<file path="src/rtl/rrfe_pkg.sv">
// ----------------------------------------------------------------------------
// rrfe_pkg
// Shared types, constants and the CRC-8 byte update for the register request
// frame encoder.
// ----------------------------------------------------------------------------
package rrfe_pkg;

   localparam int BYTE_W       = 8;
   localparam int DATA_W       = 16;
   localparam int CSR_IDX_W    = 3;
   localparam int QUEUE_DEPTH  = 2;
   localparam int QUEUE_PTR_W  = 1;
   localparam int QUEUE_CNT_W  = 2;
   localparam int BYTE_IDX_W   = 3;

   localparam logic [BYTE_W-1:0] CRC_TOP_BIT = 8'h80;

   // Position of each byte inside a frame.
   localparam logic [BYTE_IDX_W-1:0] POS_SYNC     = 3'd0;
   localparam logic [BYTE_IDX_W-1:0] POS_CMD      = 3'd1;
   localparam logic [BYTE_IDX_W-1:0] POS_ADDR     = 3'd2;
   localparam logic [BYTE_IDX_W-1:0] POS_DATA_HI  = 3'd3;
   localparam logic [BYTE_IDX_W-1:0] POS_DATA_LO  = 3'd4;
   localparam logic [BYTE_IDX_W-1:0] POS_CRC_READ  = 3'd3;
   localparam logic [BYTE_IDX_W-1:0] POS_CRC_WRITE = 3'd5;

   localparam logic ACTION_WRITE = 1'b0;
   localparam logic ACTION_READ  = 1'b1;

   typedef enum logic [CSR_IDX_W-1:0] {
      CSR_SYNC_BYTE  = 3'd0,
      CSR_WRITE_FLAG = 3'd1,
      CSR_READ_FLAG  = 3'd2,
      CSR_NODE_MASK  = 3'd3,
      CSR_CRC_POLY   = 3'd4,
      CSR_CRC_INIT   = 3'd5,
      CSR_CRC_XOROUT = 3'd6
   } csr_index_type;

   typedef struct packed {
      logic [BYTE_W-1:0] sync_byte;
      logic [BYTE_W-1:0] write_flag;
      logic [BYTE_W-1:0] read_flag;
      logic [BYTE_W-1:0] node_mask;
      logic [BYTE_W-1:0] crc_poly;
      logic [BYTE_W-1:0] crc_init;
      logic [BYTE_W-1:0] crc_xorout;
   } cfg_type;

   // One classified request, ready for serializing.
   typedef struct packed {
      logic              is_read;
      logic [BYTE_W-1:0] sync_byte;
      logic [BYTE_W-1:0] cmd_byte;
      logic [BYTE_W-1:0] addr_byte;
      logic [DATA_W-1:0] data;
   } frame_entry_type;

   typedef struct packed {
      logic push;
      logic pop;
   } queue_ctrl_type;

   typedef struct packed {
      logic valid;
      logic full;
   } queue_status_type;

   // MSB-first CRC-8 update over one byte.
   function automatic logic [BYTE_W-1:0] crc_feed(input logic [BYTE_W-1:0] crc,
                                                  input logic [BYTE_W-1:0] data,
                                                  input logic [BYTE_W-1:0] poly);
      logic [BYTE_W-1:0] c;
      c = crc ^ data;
      for (int k = 0; k < BYTE_W; k++) begin
         if ((c & CRC_TOP_BIT) != '0) begin
            c = {c[BYTE_W-2:0], 1'b0} ^ poly;
         end else begin
            c = {c[BYTE_W-2:0], 1'b0};
         end
      end
      return c;
   endfunction

endpackage

</file>
<file path="src/rtl/rrfe_front.sv">
// ----------------------------------------------------------------------------
// rrfe_front
// Accepts a request and classifies it: builds the command byte from the
// read or write flag and the masked node id, and hands the entry to the queue.
// ----------------------------------------------------------------------------
module rrfe_front (
   input  logic                          start,
   input  logic                          queue_full,
   input  logic                          req_action,
   input  logic [rrfe_pkg::BYTE_W-1:0]   req_node_id,
   input  logic [rrfe_pkg::BYTE_W-1:0]   req_reg_addr,
   input  logic [rrfe_pkg::DATA_W-1:0]   req_write_data,
   input  rrfe_pkg::cfg_type             cfg,
   output logic                          busy,
   output logic                          push,
   output rrfe_pkg::frame_entry_type     entry
);

   logic                        is_read;
   logic [rrfe_pkg::BYTE_W-1:0] flag;

   always_comb begin
      is_read = (req_action == rrfe_pkg::ACTION_READ);
      flag    = is_read ? cfg.read_flag : cfg.write_flag;

      entry.is_read   = is_read;
      entry.sync_byte = cfg.sync_byte;
      entry.cmd_byte  = flag | (req_node_id & cfg.node_mask);
      entry.addr_byte = req_reg_addr;
      entry.data      = req_write_data;
   end

   assign busy = queue_full;
   assign push = start && !queue_full;

endmodule

</file>
<file path="src/rtl/rrfe_queue.sv">
// ----------------------------------------------------------------------------
// rrfe_queue
// Two-entry queue of classified requests between the front and the
// serializer.
// ----------------------------------------------------------------------------
module rrfe_queue (
   input  logic                        clock,
   input  logic                        reset,
   input  rrfe_pkg::queue_ctrl_type    ctrl,
   input  rrfe_pkg::frame_entry_type   wr_entry,
   output rrfe_pkg::frame_entry_type   rd_entry,
   output rrfe_pkg::queue_status_type  status
);

   rrfe_pkg::frame_entry_type entries_ff [rrfe_pkg::QUEUE_DEPTH];

   logic [rrfe_pkg::QUEUE_PTR_W-1:0] wr_ptr_ff, wr_ptr_in;
   logic [rrfe_pkg::QUEUE_PTR_W-1:0] rd_ptr_ff, rd_ptr_in;
   logic [rrfe_pkg::QUEUE_CNT_W-1:0] count_ff, count_in;
   logic                             do_push, do_pop;

   always_comb begin
      status.valid = (count_ff != '0);
      status.full  = (count_ff == rrfe_pkg::QUEUE_CNT_W'(rrfe_pkg::QUEUE_DEPTH));
      do_push      = ctrl.push && !status.full;
      do_pop       = ctrl.pop && status.valid;

      wr_ptr_in = do_push ? wr_ptr_ff + 1'b1 : wr_ptr_ff;
      rd_ptr_in = do_pop ? rd_ptr_ff + 1'b1 : rd_ptr_ff;
      count_in  = count_ff;
      if (do_push && !do_pop) begin
         count_in = count_ff + 1'b1;
      end else if (do_pop && !do_push) begin
         count_in = count_ff - 1'b1;
      end
      rd_entry = entries_ff[rd_ptr_ff];
   end

   always_ff @(posedge clock) begin
      if (reset) begin
         wr_ptr_ff <= '0;
         rd_ptr_ff <= '0;
         count_ff  <= '0;
      end else begin
         wr_ptr_ff <= wr_ptr_in;
         rd_ptr_ff <= rd_ptr_in;
         count_ff  <= count_in;
      end
   end

   always_ff @(posedge clock) begin
      if (do_push) begin
         entries_ff[wr_ptr_ff] <= wr_entry;
      end
   end

endmodule

</file>
<file path="src/rtl/rrfe_back.sv">
// ----------------------------------------------------------------------------
// rrfe_back
// Serializer: sends one frame byte per cycle and folds each byte into the
// running CRC, then sends the CRC byte that closes the frame.
// ----------------------------------------------------------------------------
module rrfe_back (
   input  logic                          clock,
   input  logic                          reset,
   input  rrfe_pkg::cfg_type             cfg,
   input  logic                          queue_valid,
   input  rrfe_pkg::frame_entry_type     queue_entry,
   output logic                          pop,
   output logic                          rsp_strobe,
   output logic [rrfe_pkg::BYTE_W-1:0]   rsp_frame_byte,
   output logic                          rsp_last_byte
);

   logic                              active_ff, active_in;
   logic [rrfe_pkg::BYTE_IDX_W-1:0]   idx_ff, idx_in;
   logic [rrfe_pkg::BYTE_W-1:0]       crc_ff, crc_in;
   rrfe_pkg::frame_entry_type         entry_ff, entry_in;
   logic                              strobe_ff, strobe_in;
   logic [rrfe_pkg::BYTE_W-1:0]       byte_ff, byte_in;
   logic                              last_ff, last_in;

   logic [rrfe_pkg::BYTE_IDX_W-1:0]   last_idx;
   logic                              at_last;
   logic [rrfe_pkg::BYTE_W-1:0]       cur_byte;
   logic [rrfe_pkg::BYTE_W-1:0]       crc_base;

   always_comb begin
      last_idx = entry_ff.is_read ? rrfe_pkg::POS_CRC_READ : rrfe_pkg::POS_CRC_WRITE;
      at_last  = active_ff && (idx_ff == last_idx);
      pop      = queue_valid && (!active_ff || at_last);

      case (idx_ff)
         rrfe_pkg::POS_SYNC:    cur_byte = entry_ff.sync_byte;
         rrfe_pkg::POS_CMD:     cur_byte = entry_ff.cmd_byte;
         rrfe_pkg::POS_ADDR:    cur_byte = entry_ff.addr_byte;
         rrfe_pkg::POS_DATA_HI: cur_byte = entry_ff.data[rrfe_pkg::DATA_W-1:rrfe_pkg::BYTE_W];
         rrfe_pkg::POS_DATA_LO: cur_byte = entry_ff.data[rrfe_pkg::BYTE_W-1:0];
         default:               cur_byte = '0;
      endcase

      // Every frame restarts the CRC from the init value.
      crc_base = (idx_ff == rrfe_pkg::POS_SYNC) ? cfg.crc_init : crc_ff;
      crc_in   = rrfe_pkg::crc_feed(crc_base, cur_byte, cfg.crc_poly);

      strobe_in = active_ff;
      byte_in   = at_last ? (crc_ff ^ cfg.crc_xorout) : cur_byte;
      last_in   = at_last;

      if (pop) begin
         active_in = 1'b1;
         idx_in    = rrfe_pkg::POS_SYNC;
         entry_in  = queue_entry;
      end else begin
         active_in = active_ff && !at_last;
         idx_in    = idx_ff + 1'b1;
         entry_in  = entry_ff;
      end
   end

   always_ff @(posedge clock) begin
      if (reset) begin
         active_ff <= 1'b0;
         strobe_ff <= 1'b0;
         idx_ff    <= '0;
      end else begin
         active_ff <= active_in;
         strobe_ff <= strobe_in;
         idx_ff    <= idx_in;
      end
   end

   always_ff @(posedge clock) begin
      entry_ff <= entry_in;
      crc_ff   <= crc_in;
      byte_ff  <= byte_in;
      last_ff  <= last_in;
   end

   assign rsp_strobe     = strobe_ff;
   assign rsp_frame_byte = byte_ff;
   assign rsp_last_byte  = last_ff;

endmodule

</file>
<file path="src/rtl/register_request_frame_encoder.sv">
// ----------------------------------------------------------------------------
// register_request_frame_encoder
// Turns register read and write requests into framed byte streams that end
// in a CRC-8 byte.
//
//   channel   handshake             payload
//   request   start / busy          req_action, req_node_id, req_reg_addr,
//                                   req_write_data
//   response  rsp_strobe            rsp_frame_byte, rsp_last_byte
//   csr       csr_valid / csr_ready csr_index, csr_data
//
// A write frame has six bytes and a read frame four; the serializer sends one
// byte per cycle, and frames follow each other with no gap while a request
// waits in the queue. busy is high while the two-entry request queue is full.
// Reset restores the default register values and empties the queue. The
// receiver takes every byte in its strobe cycle.
// ----------------------------------------------------------------------------
module register_request_frame_encoder (
   input  logic                                clock,
   input  logic                                reset,
   input  logic                                start,
   output logic                                busy,
   input  logic                                req_action,
   input  logic [rrfe_pkg::BYTE_W-1:0]         req_node_id,
   input  logic [rrfe_pkg::BYTE_W-1:0]         req_reg_addr,
   input  logic [rrfe_pkg::DATA_W-1:0]         req_write_data,
   output logic                                rsp_strobe,
   output logic [rrfe_pkg::BYTE_W-1:0]         rsp_frame_byte,
   output logic                                rsp_last_byte,
   input  logic                                csr_valid,
   output logic                                csr_ready,
   input  logic [rrfe_pkg::CSR_IDX_W-1:0]      csr_index,
   input  logic [rrfe_pkg::BYTE_W-1:0]         csr_data
);

   rrfe_pkg::cfg_type           cfg_ff, cfg_in;
   rrfe_pkg::frame_entry_type   front_entry;
   rrfe_pkg::frame_entry_type   head_entry;
   rrfe_pkg::queue_ctrl_type    q_ctrl;
   rrfe_pkg::queue_status_type  q_status;
   logic                        push;
   logic                        pop;

   assign csr_ready = 1'b1;

   always_comb begin
      cfg_in = cfg_ff;
      if (csr_valid) begin
         case (rrfe_pkg::csr_index_type'(csr_index))
            rrfe_pkg::CSR_SYNC_BYTE:  cfg_in.sync_byte  = csr_data;
            rrfe_pkg::CSR_WRITE_FLAG: cfg_in.write_flag = csr_data;
            rrfe_pkg::CSR_READ_FLAG:  cfg_in.read_flag  = csr_data;
            rrfe_pkg::CSR_NODE_MASK:  cfg_in.node_mask  = csr_data;
            rrfe_pkg::CSR_CRC_POLY:   cfg_in.crc_poly   = csr_data;
            rrfe_pkg::CSR_CRC_INIT:   cfg_in.crc_init   = csr_data;
            rrfe_pkg::CSR_CRC_XOROUT: cfg_in.crc_xorout = csr_data;
            default:                  cfg_in = cfg_ff;
         endcase
      end
   end

   always_ff @(posedge clock) begin
      if (reset) begin
         cfg_ff.sync_byte  <= 8'h1E;
         cfg_ff.write_flag <= 8'h80;
         cfg_ff.read_flag  <= 8'h00;
         cfg_ff.node_mask  <= 8'h3F;
         cfg_ff.crc_poly   <= 8'h1D;
         cfg_ff.crc_init   <= 8'hFF;
         cfg_ff.crc_xorout <= 8'hFF;
      end else begin
         cfg_ff <= cfg_in;
      end
   end

   rrfe_front u_front (
      .start          (start),
      .queue_full     (q_status.full),
      .req_action     (req_action),
      .req_node_id    (req_node_id),
      .req_reg_addr   (req_reg_addr),
      .req_write_data (req_write_data),
      .cfg            (cfg_ff),
      .busy           (busy),
      .push           (push),
      .entry          (front_entry)
   );

   assign q_ctrl.push = push;
   assign q_ctrl.pop  = pop;

   rrfe_queue u_queue (
      .clock    (clock),
      .reset    (reset),
      .ctrl     (q_ctrl),
      .wr_entry (front_entry),
      .rd_entry (head_entry),
      .status   (q_status)
   );

   rrfe_back u_back (
      .clock          (clock),
      .reset          (reset),
      .cfg            (cfg_ff),
      .queue_valid    (q_status.valid),
      .queue_entry    (head_entry),
      .pop            (pop),
      .rsp_strobe     (rsp_strobe),
      .rsp_frame_byte (rsp_frame_byte),
      .rsp_last_byte  (rsp_last_byte)
   );

endmodule

</file>
<file path="config.mk">
export PLATFORM = sky130hd
export DESIGN_NAME = register_request_frame_encoder
export DESIGN_NICKNAME = d
export VERILOG_FILES = /design/src/rtl/rrfe_pkg.sv /design/src/rtl/rrfe_front.sv /design/src/rtl/rrfe_queue.sv /design/src/rtl/rrfe_back.sv /design/src/rtl/register_request_frame_encoder.sv
export SDC_FILE = /design/constraint.sdc
export NUM_CORES = 1
export LEC_CHECK = 0
export ABC_AREA = 1
export BUFFER_PORTS_ARGS = -buffer_cell sky130_fd_sc_hd__buf_2
export CORE_UTILIZATION = 50
export DETAILED_ROUTE_END_ITERATION = 12
export PLACE_DENSITY = 0.68
export SETUP_SLACK_MARGIN = 0.4
export SLEW_MARGIN = 20
export SYNTH_ARGS = -nofsm -noshare
export SYNTH_HDL_FRONTEND = slang
export SYNTH_HIERARCHICAL = 1
export SYNTH_SLANG_ARGS = --single-unit
export TNS_END_PERCENT = 30
</file>
<file path="constraint.sdc">
create_clock -name clock -period 4.6 [get_ports clock]
set_clock_uncertainty 0.15 [all_clocks]
set_input_delay 0.92 -clock clock [delete_from_list [all_inputs] [get_ports clock]]
set_output_delay 0.92 -clock clock [all_outputs]
set_load 0.02 [all_outputs]
</file>
[Yosys cells after proc, flatten, opt, wreduce, memory -nomap -nowiden]
Memories as Yosys holds them, arrays and structs flattened. A register that Yosys moved wholly into a read port is not among the register bits.
Index checks and enable logic that the tools add are counted.
Word-level totals
  register bits: 82
  memory bits (writable): 82
  input port bits: 48
  output and inout port bits: 12
  logic and storage cells: 91
  memories kept: 1
Operators by class
  $add $sub $neg: 5
  equal/unequal tests: 12
  mux-type cells: 18
  bitwise logic cells: 12
  reductions and logical operators: 26
Memory list
  u_queue.entries_ff: depth 2, bits a word 41, read ports 1, clocked after Yosys merged registers in 1, write ports 1, line rrfe_queue.sv:15  | rrfe_pkg::frame_entry_type entries_ff [rrfe_pkg::QUEUE_DEPTH];
Operators with widths (number)
  2-to-1 mux 8 bit: 11
  XOR 8 bit: 10
  case mux 8 bit (5 select lines): 1
  AND reduction 2 bit: 7
  == test 3 x 2 -> 1 bit, second input constant: 4
  == test 3 bit, second input constant: 4
  bitwise AND 8 bit: 1
  logical AND 1 bit: 8
  OR 8 bit: 1
  == test 3 x 1 -> 1 bit, second input constant: 2
  logical NOT 3 bit: 2
  logical NOT 1 bit: 5
  2-to-1 mux 2 bit: 2
  nonzero test 2 bit: 2
  adder 3 x 1 -> 3 bit, second input constant: 1
  == test 3 bit: 1
  2-to-1 mux 1 bit: 3
  2-to-1 mux 3 bit: 1
  adder 1 bit, second input constant: 2
  adder 2 x 1 -> 2 bit, second input constant: 1
  == test 2 bit, second input constant: 1
  OR reduction 2 bit: 1
  subtractor 2 x 1 -> 2 bit, second input constant: 1
  logical OR 1 bit: 1

[Logic depth before layout (Yosys ltp)]
Gate-level depths: netlist of the first run.
  word-level depth: 19
  mapped depth: 37
  gate-level depth less buffers: 35

[By module]
Netlist of the first run, hierarchy kept.
By module, submodules not included
  rrfe_back: instances 1, cells each 541, area an instance 4057.6 µm², sequential area each 1671.6 µm²
  rrfe_queue: instances 1, cells each 165, area an instance 3409.5 µm², sequential area each 2562.5 µm²
  register_request_frame_encoder: instances 1, cells each 297, area an instance 2223.4 µm², sequential area each 1121.1 µm²
  rrfe_front: instances 1, cells each 70, area an instance 475.5 µm², sequential area each 0.0 µm²

[Least setup slack after synthesis of the first run]
Ideal clock, no wire load.
  path kind: input to register
  start: input start
  end: memory u_queue/entries_ff[1][0] (netlist bit), enable pin
  setup time: 0.439 ns
  data arrival time: 2.858 ns
  required time: 4.011 ns
  setup slack: 1.153 ns
  stages: 4
  path buffers: 0
  cells stage by stage: inv_1 -> nor2_1 -> o21ai_2 -> nor2_1
Between the ends
  cells in the longest elaborated chain, start to end: 4
Ends and longest elaborated chain
  start, declared: line register_request_frame_encoder.sv:21  | input logic start,
  logical AND 1 bit: line rrfe_front.sv:34  | assign push = start && !queue_full;
  via push: line register_request_frame_encoder.sv:41  | logic push;
  logical AND 1 bit: line rrfe_queue.sv:25  | do_push = ctrl.push && !status.full;
  2-to-1 mux 1 bit: line rrfe_queue.sv:52  | if (do_push) begin
  2-to-1 mux 1 bit (not written as such): line rrfe_queue.sv:53  | entries_ff[wr_ptr_ff] <= wr_entry;
  end, declared: line rrfe_queue.sv:15
The timed path passes the listed nets, and every way through them passes these cells.

[Final worst setup path of the first run]
  start: register u_back/idx_ff[0] (netlist bit)
  end: register u_back/crc_ff[3] (netlist bit)
Between the ends
  cells in the longest elaborated chain, start to end: 18
  elaborated cells between the ends (all ways): 24
  classes of those cells: eq/ne: 4; mux: 10; bitwise: 9; reduce/logical: 1
Ends and longest elaborated chain
  start, declared: line rrfe_back.sv:19  | logic [rrfe_pkg::BYTE_IDX_W-1:0] idx_ff, idx_in;
  start signal, assigned: line rrfe_back.sv:72  | idx_ff <= idx_in;
  == test 3 bit (tied with other cells): line rrfe_back.sv:36  | case (idx_ff)
  case mux 8 bit (5 select lines) / 2-to-1 mux 8 bit (equally long branches): line rrfe_back.sv:36, rrfe_back.sv:46
  XOR 8 bit *: line rrfe_pkg.sv:74  | c = crc ^ data;
  XOR 8 bit: line rrfe_pkg.sv:77  | c = {c[BYTE_W-2:0], 1'b0} ^ poly;
  2-to-1 mux 8 bit *: line rrfe_pkg.sv:76  | if ((c & CRC_TOP_BIT) != '0) begin
  XOR 8 bit: line rrfe_pkg.sv:77
  2-to-1 mux 8 bit *: line rrfe_pkg.sv:76
  XOR 8 bit: line rrfe_pkg.sv:77
  [2 not listed]
  2-to-1 mux 8 bit * (2 in a row): line rrfe_pkg.sv:76
  XOR 8 bit / 2-to-1 mux 8 bit (equally long branches): line rrfe_pkg.sv:77, rrfe_pkg.sv:76
  2-to-1 mux 8 bit *: line rrfe_pkg.sv:76
  XOR 8 bit / 2-to-1 mux 8 bit (equally long branches): line rrfe_pkg.sv:77, rrfe_pkg.sv:76
  2-to-1 mux 8 bit *: line rrfe_pkg.sv:76
  XOR 8 bit / 2-to-1 mux 8 bit (equally long branches): line rrfe_pkg.sv:77, rrfe_pkg.sv:76
  2-to-1 mux 8 bit *: line rrfe_pkg.sv:76
  via u_back.crc_in (one bit): line rrfe_back.sv:20  | logic [rrfe_pkg::BYTE_W-1:0] crc_ff, crc_in;
  end signal, assigned: line rrfe_back.sv:78  | crc_ff <= crc_in;
  end, declared: line rrfe_back.sv:20
The timed path passes the listed nets; every way through them passes the cells marked *.
A chain may end at the register's enable or synchronous reset.

==> results.ini, run 1 <==
[yosys]
synthArstFlopShare_pct=0
yosysUniqueCellTypes=41
yosysSeqAreaShare_pct=52.7
syn_nets=1127
ys_ff_latch=206
yosys_warnings=6
avgSynthCellArea_um2=9.47
synth-edff-count=123
syn_inst=1073
synth.cell_area_um2=10200
synth-main-ff-cell=edfxtp_1

[finish]
drive_above_1_share_pct=21.8
area_growth_pct=9.65
fill_cells=1712
num_antenna_cells=0
nets=1158

[floorplan]
core_area_um2=19700
die_area_um2=20900
rows=51
die_w_um=145
die_y_um=145
initial_core_util_pct=51.6
ios=60

[critical_path]
worstPathMaxFanout=17
crit_type=reg2reg
path_buf_inv=3
slowest_stage=dfxtp_2
reg2reg_to=u_back/crc_ff[3]$_DFF_P_
cp_top_family=simple AND/OR/NAND/NOR gates
rrSetupSlack_ps=710
start_kind=flip-flop
end_kind=flip-flop
crit_path_frequent_cell=nand2_2
rr_worst_depth=33
critPathMaxStageDelay_ps=340
cp_data_required_time_ps=4860
critical_path_depth=33
r2r-start=u_back/idx_ff[0]$_SDFF_PP0_
worst_ep_arrival_time_ps=4150

[sta]
max_slew_margin_pct=33.4
rsz0062_at_grt=no
min_period_ps=3890
timing.final.crit_share_pct=84.6
hold_violations=0
tightest_slew_ps=996
timing.fmax_mhz=257
tns_ps=0
setup_viol=0
slew_viol_final=0

[global_route]
grt_pass1_vias=6270
antenna_found_initial=0
overflow=0
grt_pass1_wl_mm=33.2
grt_use_total_pct=20.8
grt_max_degree=57

[placed_design]
portBuffers=58
hpwl_mm=14.5
place.gp.congestion=0.904

[status]
status=completed

[worst_hold_path]
hold_path.class=reg2reg
hold_depth=2
min_to=cfg_ff[10]$_SDFFE_PP1P_
holdCritStartpoint=cfg_ff[10]$_SDFFE_PP1P_

[drt]
route.met2.wl_mm=9.80
dr_wl_met3_um=917
met1_length_mm=9.74
wire_per_inst_um=15.2
ant_nets=0
vias_per_cell=4.99
wl_mm=21.0
vias=6916
dr.pass1.iters=4
drtIter0Drc=522
drc=0
topRoutingLayerUsed=met4

[clock_network]
cts_buffers=23
clk_pin_slew_ps=60
cts_root_buffer=clkbuf_16
ctsLongestPathBuffers=3
cts_tree=done
clk_latency_ps=530
h-tree-depth=1
cts_sinks=206

[job]
drv_cap=0

==> through the flow <==
| step | setup slack, ps | hold slack, ps | std cells | instance area [um2] | util [%] |
|---|---|---|---|---|---|
| after floorplan | 1150 | 271 | 1073 | 10200 | - |
| after global placement | 685 | 291 | 1339 | 10300 | 52.3 |
| after detailed placement | 498 | 291 | 1339 | 10300 | 52.3 |
| after CTS | 471 | 307 | 1381 | 11000 | 56.0 |
| after global routing | 407 | 319 | 1386 | 11100 | 56.5 |
| final | 710 | 302 | 1386 | 11100 | 56.5 |
==> layer usage <==
metal / vias up / track usage [%]
li1: 3499 / -
met1: 3215 / 28.4
met2: 159 / 33.8
met3: 43 / 3.28
met4: 0 / 6.48
met5: - / 0
==> tightest hold or removal path, stage by stage, from the launching register on <==
cell and delay [ps]:
dfxtp_1 320, nand2_1 50, nand3_1 50
==> logic make-up (layout without fill, tap and decap cells) <==
family                   count (synthesis)  after routing  share of synthesized area, %
AND/OR/NAND/NOR                        598            598                          27.3
flip-flops                             206            206                          52.7
buffers and inverters                  163            211                          9.12
multiplexers                            41             41                          6.02
AO/OA/AOI/OAI                           29             29                          1.65
XOR/XNOR                                29             29                          2.50
adder cells (fa/ha/maj)                  6              6                         0.738
other                                    1              1                        0.0369
==> cell type report <==
type	instances	area (um2)	area share, %
inverter	98	380	3.41
timing repair buffer	71	388	3.48
multi-input combinational	704	3960	35.6
tap	265	332	2.97
clock inverter	11	110	0.988
clock buffer	31	616	5.52
sequential	206	5360	48.1
==> flip-flops by register name, summed over array words and instances (netlist names), named ones only <==
signal                 cells
u_queue/entries_ff        82
cfg_ff                    56
u_back/entry_ff           41
u_back/crc_ff              8
u_back/rsp_frame_byte      8
u_back/idx_ff              3
u_queue/count_ff           2
u_back/active_ff           1
u_back/rsp_last_byte       1
u_back/rsp_strobe          1
u_queue/rd_ptr_ff          1
u_queue/wr_ptr_ff          1
==> timing repair <==
action / 4_1_cts / 5_1_grt
endpoints found under the setup margin: 0 / 8
hold buffers: 0 / 0
setup buffers: 0 / 5
resized for setup: 0 / 13
==> layout by cell type, fill, tap and decap left out, drive strengths merged, types with 6 or more instances in the layout <==
cell      n
clkinv    6
nand2   340
dfxtp    83
buf      71
nand3   130
nor2    118
o21ai    14
xor2     13
mux2     41
inv     101
clkbuf   31
edfxtp  123
a21oi    11
ha        6
xnor2    16
==> Yosys cell counts (2+ instances only) <==
cell type / count / area share (%)
edfxtp_1: 123 / 36
dfxtp_1: 83 / 16
buf_4: 37 / 2.7
buf_1: 2 / 0.074
inv_2: 12 / 0.44
nand4_1: 4 / 0.25
nor2_4: 10 / 1.1
a21oi_1: 11 / 0.54
mux2_4: 40 / 5.9
clkbuf_1: 6 / 0.22
nand3_1: 112 / 5.5
buf_6: 9 / 1.0
nand2_1: 307 / 11
nand2_4: 10 / 1.1
o211ai_1: 2 / 0.15
o21ai_2: 3 / 0.26
nand3_2: 17 / 1.7
clkbuf_4: 3 / 0.22
buf_12: 5 / 0.98
o21ai_0: 11 / 0.54
nor2_2: 7 / 0.43
inv_1: 83 / 3.1
nand2_2: 23 / 1.4
or2_2: 3 / 0.18
nor2_1: 100 / 3.7
xor2_1: 13 / 1.1
buf_2: 3 / 0.15
xnor2_1: 16 / 1.4
ha_1: 6 / 0.74
==> worst max-delay path by stage <==
stage	startpoint	to	slack, ps
floorplan	start	u_queue/entries_ff[1][0]$_DFFE_PP_	1150
global placement	u_back/idx_ff[0]$_SDFF_PP0_	u_back/crc_ff[5]$_DFF_P_	690
detailed placement	u_back/idx_ff[0]$_SDFF_PP0_	u_back/crc_ff[3]$_DFF_P_	500
CTS	u_back/idx_ff[0]$_SDFF_PP0_	u_back/crc_ff[3]$_DFF_P_	470
global route	u_back/idx_ff[2]$_SDFF_PP0_	u_back/crc_ff[4]$_DFF_P_	410
finish	u_back/idx_ff[0]$_SDFF_PP0_	u_back/crc_ff[3]$_DFF_P_	710
Power of run 1 is not shown: default switching activity piles up to over one toggle a cycle in this logic, so the estimate is an artifact.
==> run 2: changes to the inputs <==
==> constraint.sdc (replaced) <==
create_clock -name clock -period 3.8 [get_ports clock]
set_clock_uncertainty 0.15 [all_clocks]
set_input_delay 0.76 -clock clock [delete_from_list [all_inputs] [get_ports clock]]
set_output_delay 0.76 -clock clock [all_outputs]
set_load 0.02 [all_outputs]
==> results.ini, run 2 (same netlist as run 1, synthesis figures left out) <==
[drt]
dr.pass1.iters=5  ; was 4
drtIter0Drc=508  ; was 522
wire_per_inst_um=15.7  ; was 15.2 um
ant_nets=0  ; unchanged
drc=0  ; unchanged
vias=7141  ; was 6916
wl_mm=22.2  ; was 21.0 mm
vias_per_cell=5.06  ; was 4.99

[finish]
final_common_cell=nand2_1  ; unchanged
final_cell_mix=nand2_1, edfxtp_1, nand3_1, nor2_1, dfxtp_1  ; was nand2_1, edfxtp_1, nand3_1, nor2_1, inv_1
num_antenna_cells=0  ; unchanged
top_regs=u_queue/entries_ff: 82 flops, cfg_ff: 56 flops, u_back/entry_ff: 41 flops  ; unchanged
area_growth_pct=17.0  ; was 9.65%
largest_reg_flops=82  ; unchanged
drive_above_1_share_pct=31.3  ; was 21.8%
nets=1185  ; was 1158
final_core_util_pct=60.3  ; was 56.5%
top_register=u_queue/entries_ff  ; unchanged

[floorplan]
rows=51  ; unchanged
ios=60  ; unchanged
initial_core_util_pct=51.6  ; unchanged
core_area_um2=19700  ; unchanged
die_y_um=145  ; unchanged
die_w_um=145  ; unchanged
die_area_um2=20900  ; unchanged

[placed_design]
hpwl_mm=14.6  ; was 14.5 mm
place.gp.congestion=0.874  ; was 0.904
portBuffers=58  ; unchanged

[global_route]
antenna_found_initial=0  ; unchanged
grt_pass1_wl_mm=34.9  ; was 33.2 mm
grt_busiest_layer=met2  ; unchanged
use_met3_pct=3.68  ; was 3.28%
gr-usage-met2_pct=37.2  ; was 33.8%
met1_usage_pct=28.4  ; about the same
grt_pass1_vias=6644  ; was 6270
overflow=0  ; unchanged
grt_max_degree=57  ; unchanged
grt_use_total_pct=21.8  ; was 20.8%

[clock_network]
cts_tree=done  ; unchanged
cts_buffers=22  ; was 23
clk_pin_slew_ps=70  ; was 60 ps
h-tree-depth=1  ; unchanged
cts_root_buffer=clkbuf_16  ; unchanged
cts_sinks=206  ; unchanged
clk_latency_ps=520  ; was 530 ps
ctsLongestPathBuffers=3  ; unchanged
cts.hold.buffers_added=0  ; unchanged

[critical_path]
crit_type=reg2reg  ; unchanged
rrSetupSlack_ps=240  ; was 710 ps
worst_ep_arrival_time_ps=3810  ; was 4150 ps
critPathMaxStageDelay_ps=390  ; was 340 ps
reg2reg_to=u_back/crc_ff[6]$_DFF_P_  ; was u_back/crc_ff[3]$_DFF_P_
r2r-start=u_back/idx_ff[0]$_SDFF_PP0_  ; unchanged
crit_path_frequent_cell=nand2_2  ; unchanged
end_kind=flip-flop  ; unchanged
rr_worst_depth=29  ; was 33
cp_data_required_time_ps=4050  ; was 4860 ps
slowest_stage=dfxtp_4  ; was dfxtp_2
start_kind=flip-flop  ; unchanged
worstPathMaxFanout=8  ; was 17

[job]
drv_cap=0  ; unchanged

[worst_hold_path]
hold_depth=1  ; was 2
hold_path.class=in2reg  ; was reg2reg
min_to=u_queue/entries_ff[0][21]$_DFFE_PP_  ; was cfg_ff[10]$_SDFFE_PP1P_
holdCritStartpoint=req_reg_addr[5]  ; was cfg_ff[10]$_SDFFE_PP1P_

[sta]
setup_viol=0  ; unchanged
hold_violations=0  ; unchanged
timing.final.crit_share_pct=93.6  ; was 84.6%
min_period_ps=3560  ; was 3890 ps
timing.fmax_mhz=281  ; was 257 MHz
rsz0062_at_grt=yes  ; was no
slew_viol_final=0  ; unchanged
tightest_slew_ps=788  ; was 996 ps
tns_ps=0  ; unchanged
max_slew_margin_pct=47.4  ; was 33.4%

[status]
status=completed  ; unchanged

[run 2: cell types whose count changed in the layout (fill, tap and decap cells not counted), sizes merged]
cell | previous run | this run
clkbuf | 31 | 27
buf | 71 | 97
clkinv | 6 | 10
nand2 | 340 | 342
inv | 101 | 98
[run 2: worst max path at each step]
stage                                 from  depth (start not counted)                       end
2_1_floorplan  u_back/idx_ff[0]$_SDFF_PP0_                         34  u_back/crc_ff[3]$_DFF_P_
3_3_place_gp   u_back/idx_ff[0]$_SDFF_PP0_                         31  u_back/crc_ff[3]$_DFF_P_
3_5_place_dp   u_back/idx_ff[0]$_SDFF_PP0_                         31  u_back/crc_ff[3]$_DFF_P_
4_1_cts        u_back/idx_ff[1]$_SDFF_PP0_                         34  u_back/crc_ff[4]$_DFF_P_
5_1_grt        u_back/idx_ff[0]$_SDFF_PP0_                         31  u_back/crc_ff[5]$_DFF_P_
6_report       u_back/idx_ff[0]$_SDFF_PP0_                         29  u_back/crc_ff[6]$_DFF_P_
[run 2: cell type report]
type / instances / area (um2)
clock inverters: 12 / 115
repair buffers: 97 / 614
multi-input cells: 706 / 4490
flip-flops and latches: 206 / 5370
well taps: 265 / 332
inverters: 98 / 394
clock buffers: 27 / 589
fillers: 1593 / 7820
[run 2: repair_timing]
item / CTS / global route
pin swaps: 46 / 44
buffers inserted: 20 / 2
resized for setup: 83 / 68
endpoints found under the setup margin: 8 / 8
cloned: 3 / 0
[run 2: worst max-delay path, delay by kind of cell, from the launching register on]
kind          cells  cell delay [ps]
buf+inv           6              520
flops             1              390
simple gates     20             1720
fa+ha+maj         1              210
xor+xnor          2              440
[run 2: routing by layer]
layer	part of all wire [%]	up-vias
met5	0	-
met4	2.5	0
met3	5.7	39
met2	49	192
met1	42	3357
li1	-	3553
[run 2: metrics by stage]
step / setup WS, ps / cell area (um2) / cells / hold slack (ps)
5_1_grt: -5.02 / 11900 / 1411 / 251
3_5_place_dp: -23.5 / 10400 / 1347 / 289
6_report: 242 / 11900 / 1411 / 276
2_1_floorplan: 407 / 10200 / 1073 / 271
4_1_cts: 322 / 11600 / 1409 / 257
3_3_place_gp: 127 / 10400 / 1347 / 288
Power of run 2 is left out for the same reason.
==> run 3: changes to the inputs <==
--- a/config.mk
+++ b/config.mk
@@ -9,7 +9,7 @@
 export BUFFER_PORTS_ARGS = -buffer_cell sky130_fd_sc_hd__buf_2
 export CORE_UTILIZATION = 50
 export DETAILED_ROUTE_END_ITERATION = 12
-export PLACE_DENSITY = 0.68
+export PLACE_DENSITY = 0.74
 export SETUP_SLACK_MARGIN = 0.4
 export SLEW_MARGIN = 20
 export SYNTH_ARGS = -nofsm -noshare
==> results.ini, run 3 (same netlist as run 1, synthesis figures left out) <==
[finish]
final_common_cell=nand2_1  ; unchanged
top_regs=u_queue/entries_ff: 82 flops, cfg_ff: 56 flops, u_back/entry_ff: 41 flops  ; unchanged
final_cell_mix=nand2_1, edfxtp_1, nand3_1, nor2_1, dfxtp_1  ; unchanged
largest_reg_flops=82  ; unchanged
drive_above_1_share_pct=31.8  ; was 31.3%
num_antenna_cells=0  ; unchanged
area_growth_pct=17.8  ; was 17.0%
nets=1209  ; was 1185
top_register=u_queue/entries_ff  ; unchanged
fin_area_um2=12000  ; was 11900 um2

[clock_network]
cts_tree=done  ; unchanged
clk_latency_ps=520  ; about the same
cts.hold.buffers_added=0  ; unchanged
clk_pin_slew_ps=60  ; was 70 ps
cts_buffers=23  ; was 22
h-tree-depth=1  ; unchanged
cts_sinks=206  ; unchanged
ctsLongestPathBuffers=3  ; unchanged
cts_root_buffer=clkbuf_16  ; unchanged

[critical_path]
start_kind=flip-flop  ; unchanged
slowest_stage=dfxtp_4  ; unchanged
r2r-start=u_back/idx_ff[1]$_SDFF_PP0_  ; was u_back/idx_ff[0]$_SDFF_PP0_
crit_type=reg2reg  ; unchanged
critPathMaxStageDelay_ps=380  ; was 390 ps
cp_data_required_time_ps=4050  ; about the same
crit_path_frequent_cell=nand2_1  ; was nand2_2
rr_worst_depth=30  ; was 29
reg2reg_to=u_back/crc_ff[7]$_DFF_P_  ; was u_back/crc_ff[6]$_DFF_P_
path_buf_inv=6  ; unchanged
worstPathMaxFanout=7  ; was 8
rrSetupSlack_ps=120  ; was 240 ps
end_kind=flip-flop  ; unchanged
crit_start=u_back/idx_ff[1]$_SDFF_PP0_  ; was u_back/idx_ff[0]$_SDFF_PP0_
worst_ep_arrival_time_ps=3930  ; was 3810 ps
cp_top_family=simple AND/OR/NAND/NOR gates  ; unchanged

[worst_hold_path]
holdCritStartpoint=req_reg_addr[5]  ; unchanged
min_to=u_queue/entries_ff[1][21]$_DFFE_PP_  ; was u_queue/entries_ff[0][21]$_DFFE_PP_
hold_path.class=in2reg  ; unchanged
hold_depth=1  ; unchanged

[sta]
hold_violations=0  ; unchanged
timing.final.crit_share_pct=96.8  ; was 93.6%
tightest_slew_ps=964  ; was 788 ps
setup_viol=0  ; unchanged
min_period_ps=3680  ; was 3560 ps
slew_viol_final=0  ; unchanged
timing.fmax_mhz=272  ; was 281 MHz
rsz0062_at_grt=yes  ; unchanged
max_slew_margin_pct=35.6  ; was 47.4%

[job]
drv_cap=0  ; unchanged

[drt]
ant_nets=0  ; unchanged
vias=7529  ; was 7141
wire_per_inst_um=16.3  ; was 15.7 um
drc=0  ; unchanged
drtIter0Drc=586  ; was 508
wl_mm=23.5  ; was 22.2 mm
dr.pass1.iters=5  ; unchanged
vias_per_cell=5.24  ; was 5.06

[placed_design]
portBuffers=58  ; unchanged
place.gp.congestion=0.906  ; was 0.874
hpwl_mm=14.8  ; was 14.6 mm
post_dp_cell_area_um2=10400  ; about the same

[global_route]
grt_pass1_wl_mm=35.7  ; was 34.9 mm
antenna_found_initial=0  ; unchanged
overflow=0  ; unchanged
grt_max_degree=45  ; was 57
grt_use_total_pct=22.4  ; was 21.8%
grt_pass1_vias=7049  ; was 6644

[floorplan]
die_y_um=145  ; unchanged
core_area_um2=19700  ; unchanged
rows=51  ; unchanged
die_area_um2=20900  ; unchanged
ios=60  ; unchanged
die_w_um=145  ; unchanged
initial_core_util_pct=51.6  ; unchanged

[status]
status=completed  ; unchanged

-- run 3: worst max-delay path by stage --
stage	slack, ps	cells past startpoint	endpoint
after detailed placement	-20	31	u_back/crc_ff[2]$_DFF_P_
after global routing	-130	33	u_back/crc_ff[3]$_DFF_P_
final	120	30	u_back/crc_ff[7]$_DFF_P_
after global placement	140	31	u_back/crc_ff[3]$_DFF_P_
after floorplan	410	34	u_back/crc_ff[3]$_DFF_P_
after CTS	280	33	u_back/crc_ff[7]$_DFF_P_
-- run 3: repair_timing --
item | CTS | global route
cloned | 2 | 1
resized for setup | 52 | 72
setup endpoints to repair | 8 | 9
setup buffers | 41 | 5
hold endpoints to repair | 0 | 0
pin swaps | 26 | 45
-- run 3: area by class of cell --
cell class | instances | area [um2]
clock buffer | 27 | 591
clock inverter | 15 | 153
fill | 1557 | 7740
inverter | 98 | 390
multi-input combinational | 706 | 4360
sequential | 206 | 5370
tap | 265 | 332
timing repair buffer | 120 | 792
-- run 3: per-layer routing --
| metal | track usage, % | wire [um] |
|---|---|---|
| met5 | 0 | 0 |
| met4 | 9.14 | 1020 |
| met3 | 3.48 | 1460 |
| met2 | 38.0 | 11500 |
| met1 | 28.4 | 9460 |
-- run 3: stage by stage --
stage          TNS [ps]  setup slack, ps  utilization [%]  std cells  hold WS [ps]
2_1_floorplan         0              407                -       1073           271
3_3_place_gp          0              143             52.7       1346           287
3_5_place_dp      -82.6            -22.0             52.7       1346           291
4_1_cts               0              281             59.1       1431           261
5_1_grt            -663             -128             60.7       1437           263
6_report              0              123             60.7       1437           280
Power of run 3 is left out for the same reason.
